[src/hw/rtl/bcm_pkg.sv]
// Shared types, constants and helpers of the brush coverage mask.
// Depends on nothing; used by brush_coverage_mask, bcm_sqrt_pipe and bcm_div_pipe.
package bcm_pkg;

    // Register indexes of the configuration port.
    localparam logic [1:0] REG_SHAPE   = 2'd0;
    localparam logic [1:0] REG_SIZE    = 2'd1;
    localparam logic [1:0] REG_FALLOFF = 2'd2;

    // Brush shape codes; codes above noise behave as a circle.
    localparam logic [2:0] SHAPE_CIRCLE  = 3'd0;
    localparam logic [2:0] SHAPE_SQUARE  = 3'd1;
    localparam logic [2:0] SHAPE_DIAMOND = 3'd2;
    localparam logic [2:0] SHAPE_RING    = 3'd3;
    localparam logic [2:0] SHAPE_NOISE   = 3'd4;

    // Falloff mode codes.
    localparam logic [1:0] FALL_HARD   = 2'd0;
    localparam logic [1:0] FALL_LINEAR = 2'd1;
    localparam logic [1:0] FALL_SMOOTH = 2'd2;
    localparam logic [1:0] FALL_DITHER = 2'd3;

    // Coordinate hash multipliers.
    localparam logic [31:0] HASH_MUL_X   = 32'd73856093;
    localparam logic [31:0] HASH_MUL_Y   = 32'd19349663;
    localparam logic [31:0] HASH_MUL_MIX = 32'h5BD1E995;

    // Q1.16 unity.
    localparam logic [16:0] ONE_Q16 = 17'h10000;

    // Square root: radicand is (ax^2 + ay^2) followed by 32 zero bits.
    localparam int RAD_W          = 14;
    localparam int ROOT_W         = 23;
    localparam int REM_W          = 24;
    localparam int SQRT_STEPS     = 23;
    localparam int SQRT_PER_STAGE = 3;
    localparam int SQRT_STAGES    = (SQRT_STEPS + SQRT_PER_STAGE - 1) / SQRT_PER_STAGE;

    // Divider: 26-bit dividend over a 7-bit divisor.
    localparam int DIVN_W        = 26;
    localparam int DIVR_W        = 7;
    localparam int DIV_STEPS     = 26;
    localparam int DIV_PER_STAGE = 3;
    localparam int DIV_STAGES    = (DIV_STEPS + DIV_PER_STAGE - 1) / DIV_PER_STAGE;

    typedef struct packed {
        logic [RAD_W-1:0]  rad;
        logic [REM_W-1:0]  rem;
        logic [ROOT_W-1:0] root;
    } sqrt_state_t;

    typedef struct packed {
        logic [6:0]  ax;
        logic [6:0]  ay;
        logic [31:0] hash;
        logic [3:0]  dith_idx;
    } sqrt_side_t;

    typedef struct packed {
        logic [DIVR_W-1:0] rem;
        logic [DIVN_W-1:0] numq;
    } div_state_t;

    typedef struct packed {
        logic       in_reach;
        logic [7:0] gain;
        logic [3:0] dith_idx;
    } div_side_t;

    // 4x4 ordered dither threshold, index is {y[1:0], x[1:0]}.
    function automatic logic [3:0] bayer4(input logic [3:0] idx);
        logic [3:0] k;
        case (idx)
            4'd0:  k = 4'd0;
            4'd1:  k = 4'd8;
            4'd2:  k = 4'd2;
            4'd3:  k = 4'd10;
            4'd4:  k = 4'd12;
            4'd5:  k = 4'd4;
            4'd6:  k = 4'd14;
            4'd7:  k = 4'd6;
            4'd8:  k = 4'd3;
            4'd9:  k = 4'd11;
            4'd10: k = 4'd1;
            4'd11: k = 4'd9;
            4'd12: k = 4'd15;
            4'd13: k = 4'd7;
            4'd14: k = 4'd13;
            default: k = 4'd5;
        endcase
        return k;
    endfunction

endpackage

[src/hw/rtl/bcm_sqrt_pipe.sv]
// Pipelined digit-by-digit integer square root, SQRT_PER_STAGE steps per stage.
// Depends on bcm_pkg for the state and sideband types.
module bcm_sqrt_pipe (
    input  logic                 aclk,
    input  logic                 aresetn,
    input  logic                 en,
    input  logic                 in_valid,
    input  bcm_pkg::sqrt_state_t in_state,
    input  bcm_pkg::sqrt_side_t  in_side,
    output logic                 out_valid,
    output bcm_pkg::sqrt_state_t out_state,
    output bcm_pkg::sqrt_side_t  out_side
);

    localparam int NST = bcm_pkg::SQRT_STAGES;
    localparam int PER = bcm_pkg::SQRT_PER_STAGE;

    logic [NST-1:0]       valid_reg;
    logic [NST-1:0]       stage_valid_in;
    bcm_pkg::sqrt_state_t stage_state_in [NST];
    bcm_pkg::sqrt_side_t  stage_side_in  [NST];
    bcm_pkg::sqrt_state_t state_next     [NST];
    bcm_pkg::sqrt_state_t state_reg      [NST];
    bcm_pkg::sqrt_side_t  side_reg       [NST];

    for (genvar g = 0; g < NST; g++) begin : g_stage
        // Each stage takes its item from the stage before it.
        if (g == 0) begin : g_first
            assign stage_valid_in[g] = in_valid;
            assign stage_state_in[g] = in_state;
            assign stage_side_in[g]  = in_side;
        end else begin : g_rest
            assign stage_valid_in[g] = valid_reg[g-1];
            assign stage_state_in[g] = state_reg[g-1];
            assign stage_side_in[g]  = side_reg[g-1];
        end

        // Bring down two radicand bits per step and try the next root bit.
        always_comb begin
            bcm_pkg::sqrt_state_t         st;
            logic [bcm_pkg::REM_W+1:0]    r2;
            logic [bcm_pkg::REM_W+1:0]    trial;
            logic [bcm_pkg::REM_W+1:0]    diff;
            logic                         ge;
            st = stage_state_in[g];
            for (int k = 0; k < PER; k++) begin
                if (g * PER + k < bcm_pkg::SQRT_STEPS) begin
                    r2    = {st.rem, st.rad[bcm_pkg::RAD_W-1 -: 2]};
                    trial = {1'b0, st.root, 2'b01};
                    diff  = r2 - trial;
                    ge    = (r2 >= trial);
                    st.rem  = ge ? diff[bcm_pkg::REM_W-1:0] : r2[bcm_pkg::REM_W-1:0];
                    st.root = {st.root[bcm_pkg::ROOT_W-2:0], ge};
                    st.rad  = {st.rad[bcm_pkg::RAD_W-3:0], 2'b00};
                end
            end
            state_next[g] = st;
        end

        // Valid bits travel with the data.
        always_ff @(posedge aclk) begin
            if (!aresetn) begin
                valid_reg[g] <= 1'b0;
            end else if (en) begin
                valid_reg[g] <= stage_valid_in[g];
            end
        end

        always_ff @(posedge aclk) begin
            if (en) begin
                state_reg[g] <= state_next[g];
                side_reg[g]  <= stage_side_in[g];
            end
        end
    end

    assign out_valid = valid_reg[NST-1];
    assign out_state = state_reg[NST-1];
    assign out_side  = side_reg[NST-1];

endmodule

[config.mk]
export PLATFORM = sky130hd
export DESIGN_NAME = bcm_sqrt_pipe
export DESIGN_NICKNAME = d
export VERILOG_FILES = /design/src/hw/rtl/bcm_pkg.sv /design/src/hw/rtl/bcm_sqrt_pipe.sv
export SDC_FILE = /design/constraint.sdc
export NUM_CORES = 2
export LEC_CHECK = 0
export BUFFER_PORTS_ARGS = -buffer_cell sky130_fd_sc_hd__buf_2
export CAP_MARGIN = 30
export CORE_MARGIN = 2
export CORE_UTILIZATION = 60
export CTS_CLUSTER_SIZE = 40
export DETAILED_ROUTE_END_ITERATION = 7
export GPL_ROUTABILITY_DRIVEN = 1
export PLACE_DENSITY = 0.78
export SYNTH_ARGS = -nofsm -noshare
export SYNTH_HDL_FRONTEND = slang
export SYNTH_SLANG_ARGS = --single-unit
[constraint.sdc]
create_clock -name aclk -period 10.97 [get_ports aclk]
set_input_delay 2.194 -clock aclk [delete_from_list [all_inputs] [get_ports aclk]]
set_output_delay 2.194 -clock aclk [all_outputs]
set_load 0.01 [all_outputs]
==> results.md <==
- Distinct cells, synth: 99
- Synthesized area per cell: 10.3 sq um
- Hold Vio Cnt, Final: 0
- CP Class: flop to flop
- Fillers: 6747
- CP Max Fanout: 26
- Final design utilization: 0.664
- Post-route setup TNS: 0 ns
- Largest net degree at the start of global routing: 175
- CTS buffer count: 82
- Max FFs per register: 400
- Pre-CTS setup slack: 0.0325 ns
- RSZ-0062 raised after global routing: no
- Worst path max stage delay: 0.51 ns
- Area of the die: 92100 sq um
- Syn Inst Count: approximately 5200
- Worst setup EP type: flop
- Number of synthesis warnings: 0
- Area growth, synth to finish: 9.44%
- Relative slew slack: 0.293
- Worst R2R Start: state_reg[1][57]$_DFFE_PP_
- Root buf cell: clkbuf_16
- Fraction of layout cells with a size suffix above 1: 0.114
- Max Root-Sink Buffers: 3
- Final wirelength: between 100000 and 150000 um
- CTS Hold Bufs: 0
- Vert. Die Dim: between 300 and 400 um
- CTS tree: yes
- Vias: between 40000 and 50000
- Post-route ant nets: 0
- Yosys reg bits: 788
- Top cell type's share of synthesized area: 0.435
- Initial Util: 0.607
- DRC Markers: 0
- HP Class: flop to flop
- Overall die width: 303 um
- GPL Wtd Cong: 0.967
- CTS H-tree depth: 3
- Ports: 227
- DR WL/cell: 20.3 um
- Min Tclk post-route: 10.20 ns
- Worst-Skew Late Latency: 0.68 ns
- Fin crit share: 0.930
- Hold_sp: side_reg[1][1]$_DFFE_PP_
- Setup WS post-layout: 0.768 ns
- Critical Path RT: 11.39 ns
- Setup Skew: between 0.04 and 0.05 ns
- Largest area contributor in the netlist: edfxtp_1
- # clock sinks: 788
- DR pass1 iterations: 6
- Startpoint Class: flop
- Initial antenna violation count: 7
- Post-DP HPWL: 101000 um
- Gr ovfl total: 0
- Clk slew on worst S/H paths: 0.07 ns
- Crit path DAT: 10.62 ns
- Seq/Total Area, Yosys: 0.438
- Worst hold margin: 0.401 ns
- Crit-path slowest cell: or4b_1
- Worst setup startpoint: state_reg[1][57]$_DFFE_PP_
- First-pass GRT wire length: 207000 um
- Via/cell ratio: 6.10
- Primary FF master, synth: edfxtp_1
- Postcts setup bufs: 0
- Slew Limit Fails: 0
- Gr usage total: 0.286
- Detailed router's first-iteration violation count: 3651
- Post-synth EDFFs: around 800
- Setup violations, final: 0
- Asr flop ratio synth: 0
- Worst slew pin tran: ~1.0 ns
- Synth top area cells: edfxtp_1 44%, ha_1 13%, a21oi_1 3.9%
- CORE AREA: 88600 sq um
- Standard-cell row count: 109
- # port buffers: 212
- Vias in the first global route: 38788
- Post-Syn Area: 53800 sq um
- Highest clock rate: a little under 100 MHz
- Layout Nets: 6055
- Status: complete, no violations
- Maxcap violations: 0
## cell usage after synthesis (31+ instances only)
cell type,count
mux2_2,142
a31oi_1,42
clkbuf_1,87
nand3_1,111
and3_1,52
and2_1,36
buf_4,68
o21bai_1,52
edfxtp_1,780
xor2_1,141
o21ai_0,333
a211oi_1,31
o31ai_1,50
nand4_1,31
o21a_1,79
a21o_1,203
nor2b_1,62
nand2_1,413
inv_1,350
a21oi_1,421
nor2_1,331
xnor2_1,236
nor3_1,73
nand2b_1,50
ha_1,541
## area by class of cell
type,count,area [sq um],area share
Antenna cell,2,5.00,0.0000850
Clock buffer,94,2130,0.0361
Clock inverter,54,773,0.0131
Inverter,363,1370,0.0233
Multi-Input combinational cell,3893,28000,0.476
Sequential cell,788,23600,0.401
Tap cell,1165,1460,0.0248
Timing Repair Buffer,264,1510,0.0256
## timing repair
item / CTS / global route
gates resized for setup: 1 / 25
endpoints found under the setup margin: 5 / 48
endpoints found under the hold margin: 0 / 0
## cell families (layout without fill, tap and decap cells)
group                    count (synthesis)  in the layout  synth area share
AO/OA/AOI/OAI                         1481           1481             0.177
XOR/XNOR                               377            377            0.0614
adder cells (fa/ha/maj)                548            548             0.128
buffers and inverters                  537            775            0.0425
flip-flops                             788            788             0.438
multiplexers                           179            179            0.0376
other                                    1             16         0.0000697
AND/OR/NAND/NOR                       1294           1294             0.115
## final timing paths
check	cells past startpoint	end	slack, ns
worst max-delay path	38	state_reg[1][149]$_DFFE_PP_	0.77
worst min-delay path	0	side_reg[1][51]$_DFFE_PP_	0.40
worst max register to register	38	state_reg[1][149]$_DFFE_PP_	0.77
worst min register to register	0	side_reg[1][51]$_DFFE_PP_	0.40
## layer usage
layer  up-vias  GRT usage  wire length, um
li1      19646          -                -
met1     19063      0.362            55200
met2      1393      0.489            65300
met3       316     0.0459             8490
met4         2      0.118             5650
met5         -          0               10
## worst max-delay path, delay by kind of cell (launching register included)
kind / cells / cell delay, ns
buffers and inverters: 5 / 1.04
AO/OA/AOI/OAI: 18 / 3.89
flip-flops: 1 / 0.48
AND/OR/NAND/NOR: 7 / 1.84
multiplexers: 4 / 1.35
adder cells (fa/ha/maj): 4 / 1.28
## stage by stage
stage / instance area, sq um / std cells
after floorplan: 53800 / 5218
after global placement: 55900 / 6471
after detailed placement: 55900 / 6472
after CTS: 58800 / 6620
after global routing: 58900 / 6623
final: 58900 / 6623
## cell usage in the layout, fill, tap and decap left out, types with 52 or more instances in the layout
cell,instances
a21o_1,203
a21oi_1,417
and3_1,52
buf_2,212
clkbuf_16,83
edfxtp_1,780
ha_1,541
inv_1,349
mux2_2,142
nand2_1,413
nand3_1,111
nor2_1,330
nor2b_1,62
nor3_1,72
o21a_1,79
o21ai_0,331
o21bai_1,52
xnor2_1,236
xor2_1,141
Power is not shown: default switching activity piles up to over one toggle a cycle in this logic, so the estimate is an artifact.
