File: config.mk
export PLATFORM = sky130hd
export DESIGN_NAME = bcm_div_pipe
export DESIGN_NICKNAME = d
export VERILOG_FILES = /design/src/hw/rtl/bcm_pkg.sv /design/src/hw/rtl/bcm_div_pipe.sv
export SDC_FILE = /design/constraint.sdc
export NUM_CORES = 1
export LEC_CHECK = 0
export BUFFER_PORTS_ARGS = -buffer_cell sky130_fd_sc_hd__buf_2
export CAP_MARGIN = 20
export CORE_MARGIN = 4
export CORE_UTILIZATION = 60
export DETAILED_ROUTE_END_ITERATION = 7
export PLACE_DENSITY = 0.78
export REMOVE_ABC_BUFFERS = 1
export SETUP_SLACK_MARGIN = 0.3
export SYNTH_ARGS = -nofsm -noshare
export SYNTH_HDL_FRONTEND = slang
export SYNTH_SLANG_ARGS = --single-unit
File: constraint.sdc
create_clock -name aclk -period 9 [get_ports aclk]
set_clock_uncertainty 0.05 [all_clocks]
set_input_delay 1.8 -clock aclk [delete_from_list [all_inputs] [get_ports aclk]]
set_output_delay 1.8 -clock aclk [all_outputs]
set_load 0.01 [all_outputs]
File: src/hw/rtl/bcm_pkg.sv
// Shared types, constants and helpers of the brush coverage mask.
// Depends on nothing; used by brush_coverage_mask, bcm_sqrt_pipe and bcm_div_pipe.
package bcm_pkg;

    // Register indexes of the configuration port.
    localparam logic [1:0] REG_SHAPE   = 2'd0;
    localparam logic [1:0] REG_SIZE    = 2'd1;
    localparam logic [1:0] REG_FALLOFF = 2'd2;

    // Brush shape codes; codes above noise behave as a circle.
    localparam logic [2:0] SHAPE_CIRCLE  = 3'd0;
    localparam logic [2:0] SHAPE_SQUARE  = 3'd1;
    localparam logic [2:0] SHAPE_DIAMOND = 3'd2;
    localparam logic [2:0] SHAPE_RING    = 3'd3;
    localparam logic [2:0] SHAPE_NOISE   = 3'd4;

    // Falloff mode codes.
    localparam logic [1:0] FALL_HARD   = 2'd0;
    localparam logic [1:0] FALL_LINEAR = 2'd1;
    localparam logic [1:0] FALL_SMOOTH = 2'd2;
    localparam logic [1:0] FALL_DITHER = 2'd3;

    // Coordinate hash multipliers.
    localparam logic [31:0] HASH_MUL_X   = 32'd73856093;
    localparam logic [31:0] HASH_MUL_Y   = 32'd19349663;
    localparam logic [31:0] HASH_MUL_MIX = 32'h5BD1E995;

    // Q1.16 unity.
    localparam logic [16:0] ONE_Q16 = 17'h10000;

    // Square root: radicand is (ax^2 + ay^2) followed by 32 zero bits.
    localparam int RAD_W          = 14;
    localparam int ROOT_W         = 23;
    localparam int REM_W          = 24;
    localparam int SQRT_STEPS     = 23;
    localparam int SQRT_PER_STAGE = 3;
    localparam int SQRT_STAGES    = (SQRT_STEPS + SQRT_PER_STAGE - 1) / SQRT_PER_STAGE;

    // Divider: 26-bit dividend over a 7-bit divisor.
    localparam int DIVN_W        = 26;
    localparam int DIVR_W        = 7;
    localparam int DIV_STEPS     = 26;
    localparam int DIV_PER_STAGE = 3;
    localparam int DIV_STAGES    = (DIV_STEPS + DIV_PER_STAGE - 1) / DIV_PER_STAGE;

    typedef struct packed {
        logic [RAD_W-1:0]  rad;
        logic [REM_W-1:0]  rem;
        logic [ROOT_W-1:0] root;
    } sqrt_state_t;

    typedef struct packed {
        logic [6:0]  ax;
        logic [6:0]  ay;
        logic [31:0] hash;
        logic [3:0]  dith_idx;
    } sqrt_side_t;

    typedef struct packed {
        logic [DIVR_W-1:0] rem;
        logic [DIVN_W-1:0] numq;
    } div_state_t;

    typedef struct packed {
        logic       in_reach;
        logic [7:0] gain;
        logic [3:0] dith_idx;
    } div_side_t;

    // 4x4 ordered dither threshold, index is {y[1:0], x[1:0]}.
    function automatic logic [3:0] bayer4(input logic [3:0] idx);
        logic [3:0] k;
        case (idx)
            4'd0:  k = 4'd0;
            4'd1:  k = 4'd8;
            4'd2:  k = 4'd2;
            4'd3:  k = 4'd10;
            4'd4:  k = 4'd12;
            4'd5:  k = 4'd4;
            4'd6:  k = 4'd14;
            4'd7:  k = 4'd6;
            4'd8:  k = 4'd3;
            4'd9:  k = 4'd11;
            4'd10: k = 4'd1;
            4'd11: k = 4'd9;
            4'd12: k = 4'd15;
            4'd13: k = 4'd7;
            4'd14: k = 4'd13;
            default: k = 4'd5;
        endcase
        return k;
    endfunction

endpackage

File: src/hw/rtl/bcm_div_pipe.sv
// Pipelined restoring divider, DIV_PER_STAGE quotient bits per stage.
// Depends on bcm_pkg for the state and sideband types.
module bcm_div_pipe (
    input  logic                          aclk,
    input  logic                          aresetn,
    input  logic                          en,
    input  logic [bcm_pkg::DIVR_W-1:0]    divisor,
    input  logic                          in_valid,
    input  bcm_pkg::div_state_t           in_state,
    input  bcm_pkg::div_side_t            in_side,
    output logic                          out_valid,
    output bcm_pkg::div_state_t           out_state,
    output bcm_pkg::div_side_t            out_side
);

    localparam int NST = bcm_pkg::DIV_STAGES;
    localparam int PER = bcm_pkg::DIV_PER_STAGE;

    logic [NST-1:0]      valid_reg;
    logic [NST-1:0]      stage_valid_in;
    bcm_pkg::div_state_t stage_state_in [NST];
    bcm_pkg::div_side_t  stage_side_in  [NST];
    bcm_pkg::div_state_t state_next     [NST];
    bcm_pkg::div_state_t state_reg      [NST];
    bcm_pkg::div_side_t  side_reg       [NST];

    for (genvar g = 0; g < NST; g++) begin : g_stage
        if (g == 0) begin : g_first
            assign stage_valid_in[g] = in_valid;
            assign stage_state_in[g] = in_state;
            assign stage_side_in[g]  = in_side;
        end else begin : g_rest
            assign stage_valid_in[g] = valid_reg[g-1];
            assign stage_state_in[g] = state_reg[g-1];
            assign stage_side_in[g]  = side_reg[g-1];
        end

        // Dividend bits shift out at the top while quotient bits shift in below.
        always_comb begin
            bcm_pkg::div_state_t        st;
            logic [bcm_pkg::DIVR_W:0]   r2;
            logic [bcm_pkg::DIVR_W:0]   diff;
            logic                       ge;
            st = stage_state_in[g];
            for (int k = 0; k < PER; k++) begin
                if (g * PER + k < bcm_pkg::DIV_STEPS) begin
                    r2      = {st.rem, st.numq[bcm_pkg::DIVN_W-1]};
                    diff    = r2 - {1'b0, divisor};
                    ge      = (r2 >= {1'b0, divisor});
                    st.rem  = ge ? diff[bcm_pkg::DIVR_W-1:0] : r2[bcm_pkg::DIVR_W-1:0];
                    st.numq = {st.numq[bcm_pkg::DIVN_W-2:0], ge};
                end
            end
            state_next[g] = st;
        end

        always_ff @(posedge aclk) begin
            if (!aresetn) begin
                valid_reg[g] <= 1'b0;
            end else if (en) begin
                valid_reg[g] <= stage_valid_in[g];
            end
        end

        always_ff @(posedge aclk) begin
            if (en) begin
                state_reg[g] <= state_next[g];
                side_reg[g]  <= stage_side_in[g];
            end
        end
    end

    assign out_valid = valid_reg[NST-1];
    assign out_state = state_reg[NST-1];
    assign out_side  = side_reg[NST-1];

endmodule

==> out/qor.yml <==
drt:
  ant_nets: 0
  top_layer: "met4"
  wl_met2_mm: 23.4
  post-route-drc-count: 0
  wl_met3_mm: 2.36
  m1WireLength_mm: 20.7
  dr.first_iter.drc_count: 1063
  routed_wl_mm: 48.0
  avgRoutedWirePerCell_um: 18.9
  first_pass_iters: 7
  num_vias: 15194
  vias_per_cell: 5.97
worst_setup_path:
  worstSetupPathDepth: 27
  cp.arrival_ps: 8510
  r2r-start: "state_reg[0][124]$_DFFE_PP_"
  endpoint: "state_reg[0][160]$_DFFE_PP_"
  reg2reg_to: "state_reg[0][160]$_DFFE_PP_"
  crit_required_ps: 9270
  criticalPathCategory: "in -> reg"
  r2r_slack_ps: 2230
  path_max_fanout: 15
  startpoint_type: "input pin"
  crit_path_start: "divisor[0]"
  worst-path-buf-inv: 4
  crit_family: "compound AO/OA/AOI/OAI gates"
  crit_path_end_kind: "flop"
  r2r_cells: 26
  slowest_stage: "fa_1"
  cpPeakStageDelay_ps: 490
synth:
  synth-async-reset-ratio_pct: 0
  synth_area_um2: 23500
  synth_cell_types: 79
  synth.largest_area_cell: "edfxtp_1"
  synthFlopType: "edfxtp_1"
  ys_warn_count: 0
  synth-seq-cells: 423
  synth_area_leaders: "edfxtp_1 (53%), ha_1 (9.7%), mux2i_1 (5.7%), mux2_2 (2.9%), o21ai_0 (2.3%)"
  synth_cells: 1827
  synth_seq_area_share_pct: 53.6
  yosys.area.top_type_share_pct: 52.9
  avgSynthCellArea_um2: 12.9
  synth_edf_count: 414
clock_network:
  clk_pin_slew_worst_paths_ps: 60
  cts_max_level: 2
  clk_latency_ps: 570
  cts-root-buf: "clkbuf_16"
  numCtsBuffers: 44
  ctsHoldBuffers: 0
  clock-sinks: 423
  cts_tree: "done"
  clockBufferDepth: 3
global_route:
  overflow: 0
  track_usage_pct: 22.3
  grt_max_degree: 150
  grt_pass1_vias: 14876
  grt_pass1_wl_mm: 75.8
  antenna_found_initial: 0
min_path:
  worstHoldPathType: "reg -> reg"
sta:
  rsz0062_at_grt: "false"
  period_needed_ps: 8250
  maxSlewViolCount: 0
  min_period_over_period_pct: 91.7
  relSlewSlack_pct: 29.3
  setup_slack_ps: 751
  fin_setup_tns_ps: 0
  worstMarginPinSlew_ps: 1060
  setup_violations: 0
  hold_viol: 0
  clock.fmax_mhz: 121
place:
  pre_cts_slack_ps: 53.2
  detailed_place_hpwl_mm: 33.9
  place_area_um2: 24900
  gp_congestion: 0.920
  port_buffers: 103
floorplan:
  die_w_um: 206
  pin_count: 104
  core_area_um2: 38700
  initial_core_util_pct: 60.7
  row_count: 72
  dieArea_um2: 42400
  chipHeight_um: 206
cells_and_area:
  diodes: 0
  final_cell_mix: "edfxtp_1 (414), ha_1 (182), mux2i_1 (133), o21ai_0 (109), inv_1 (107)"
  design_area_um2: 26400
  fin_nets: 2257
  largest_register_ffs: 297
  drive_gt1_share_pct: 15.7
  final_common_cell: "edfxtp_1"
  fillCellCount: 2830
  area_growth_pct: 12.1
job:
  max_cap_viol_count: 0
run_status:
  status: "finished, final reports clean"
## through the flow
step,hold WS (ps),instances,util (%)
after global routing,371,2544,68.1
after detailed placement,355,2464,64.4
after global placement,350,2464,64.4
after CTS,360,2544,68.1
final,362,2544,68.1
after floorplan,350,1792,-
## worst min path at each step
stage | startpoint | to | cells past startpoint
after floorplan | side_reg[0][87]$_DFFE_PP_ | side_reg[0][100]$_DFFE_PP_ | 0
after detailed placement | side_reg[0][88]$_DFFE_PP_ | side_reg[0][101]$_DFFE_PP_ | 0
after global placement | side_reg[0][55]$_DFFE_PP_ | side_reg[0][68]$_DFFE_PP_ | 0
final | state_reg[0][11]$_DFFE_PP_ | state_reg[0][47]$_DFFE_PP_ | 0
after global routing | state_reg[0][250]$_DFFE_PP_ | state_reg[0][285]$_DFFE_PP_ | 0
after CTS | side_reg[0][103]$_DFFE_PP_ | side_reg[0][116]$_DFFE_PP_ | 0
## worst register-to-register path, cell delays in order (launching register included)
cell and delay (ps):
edfxtp_1 370, inv_1 70, ha_1 170, inv_1 60, fa_1 400, a211oi_1 340
o21ai_0 210, a41oi_2 270, buf_4 230, nor2_1 60, a21oi_1 420, fa_1 360
nor2b_1 80, o31a_1 280, nor3_1 210, a211o_1 150, o2111ai_2 330, nand2_1 200
o21ai_0 150, fa_1 490, nor2b_1 200, o31a_1 210, nor3_1 70, o21ai_0 410
a211o_1 340, mux2i_1 120, mux2_2 290
## metal layers
layer	vias up	GRT usage, %
met5	-	0
met3	120	3.55
met2	403	37.9
met4	0	7.98
li1	7380	-
met1	7291	29.4
## synthesized netlist by cell type, types with 4 or more instances
master	number
o31ai_1	14
o31a_1	28
a41oi_1	9
a211oi_2	4
inv_1	107
o211ai_1	4
nand4_1	17
edfxtp_1	414
xor2_1	22
a211oi_1	20
or4_1	5
a211o_1	5
buf_2	12
a21boi_0	12
nand3_1	21
fa_1	26
o21ai_1	5
clkbuf_1	9
or3_1	12
ha_1	182
xnor2_1	34
and3_1	10
o21a_1	54
and2_1	4
a31oi_1	15
a311o_1	13
nor2b_1	59
nand2b_1	10
nand2_1	68
a21oi_2	4
and4_1	5
mux2_2	60
nor2_1	106
mux2i_1	133
a41oi_2	4
a22oi_1	4
dfxtp_1	9
nor3_1	24
nor3b_1	7
a21o_1	18
buf_4	13
o21ai_0	109
a21oi_1	63
o311a_1	4
nor4_1	15
## cell type report
type | instances | area [µm²] | area share, %
flip-flops and latches | 423 | 12600 | 47.8
clock inverters | 28 | 307 | 1.16
well taps | 518 | 648 | 2.46
clock buffers | 52 | 1130 | 4.29
inverters | 110 | 415 | 1.58
multi-input cells | 1259 | 10300 | 39.0
repair buffers | 154 | 961 | 3.64
## cell families after synthesis
group,count (synthesis),synth area share [%]
flops,423,53.6
compound gates,421,12.8
simple gates,379,8.34
fa+ha+maj,208,11.9
mux,195,8.63
buf+inv,145,2.60
xor+xnor,56,2.09
## what timing repair did
action | 4_1_cts | 5_1_grt
endpoints found under the hold margin | 0 | 0
setup buffers | 0 | 0
resized for setup | 0 | 1
endpoints found under the setup margin | 0 | 6
Power is left out: the tool's default activity adds up to more than one toggle a clock period on the data nets, which glitch-free logic cannot reach.
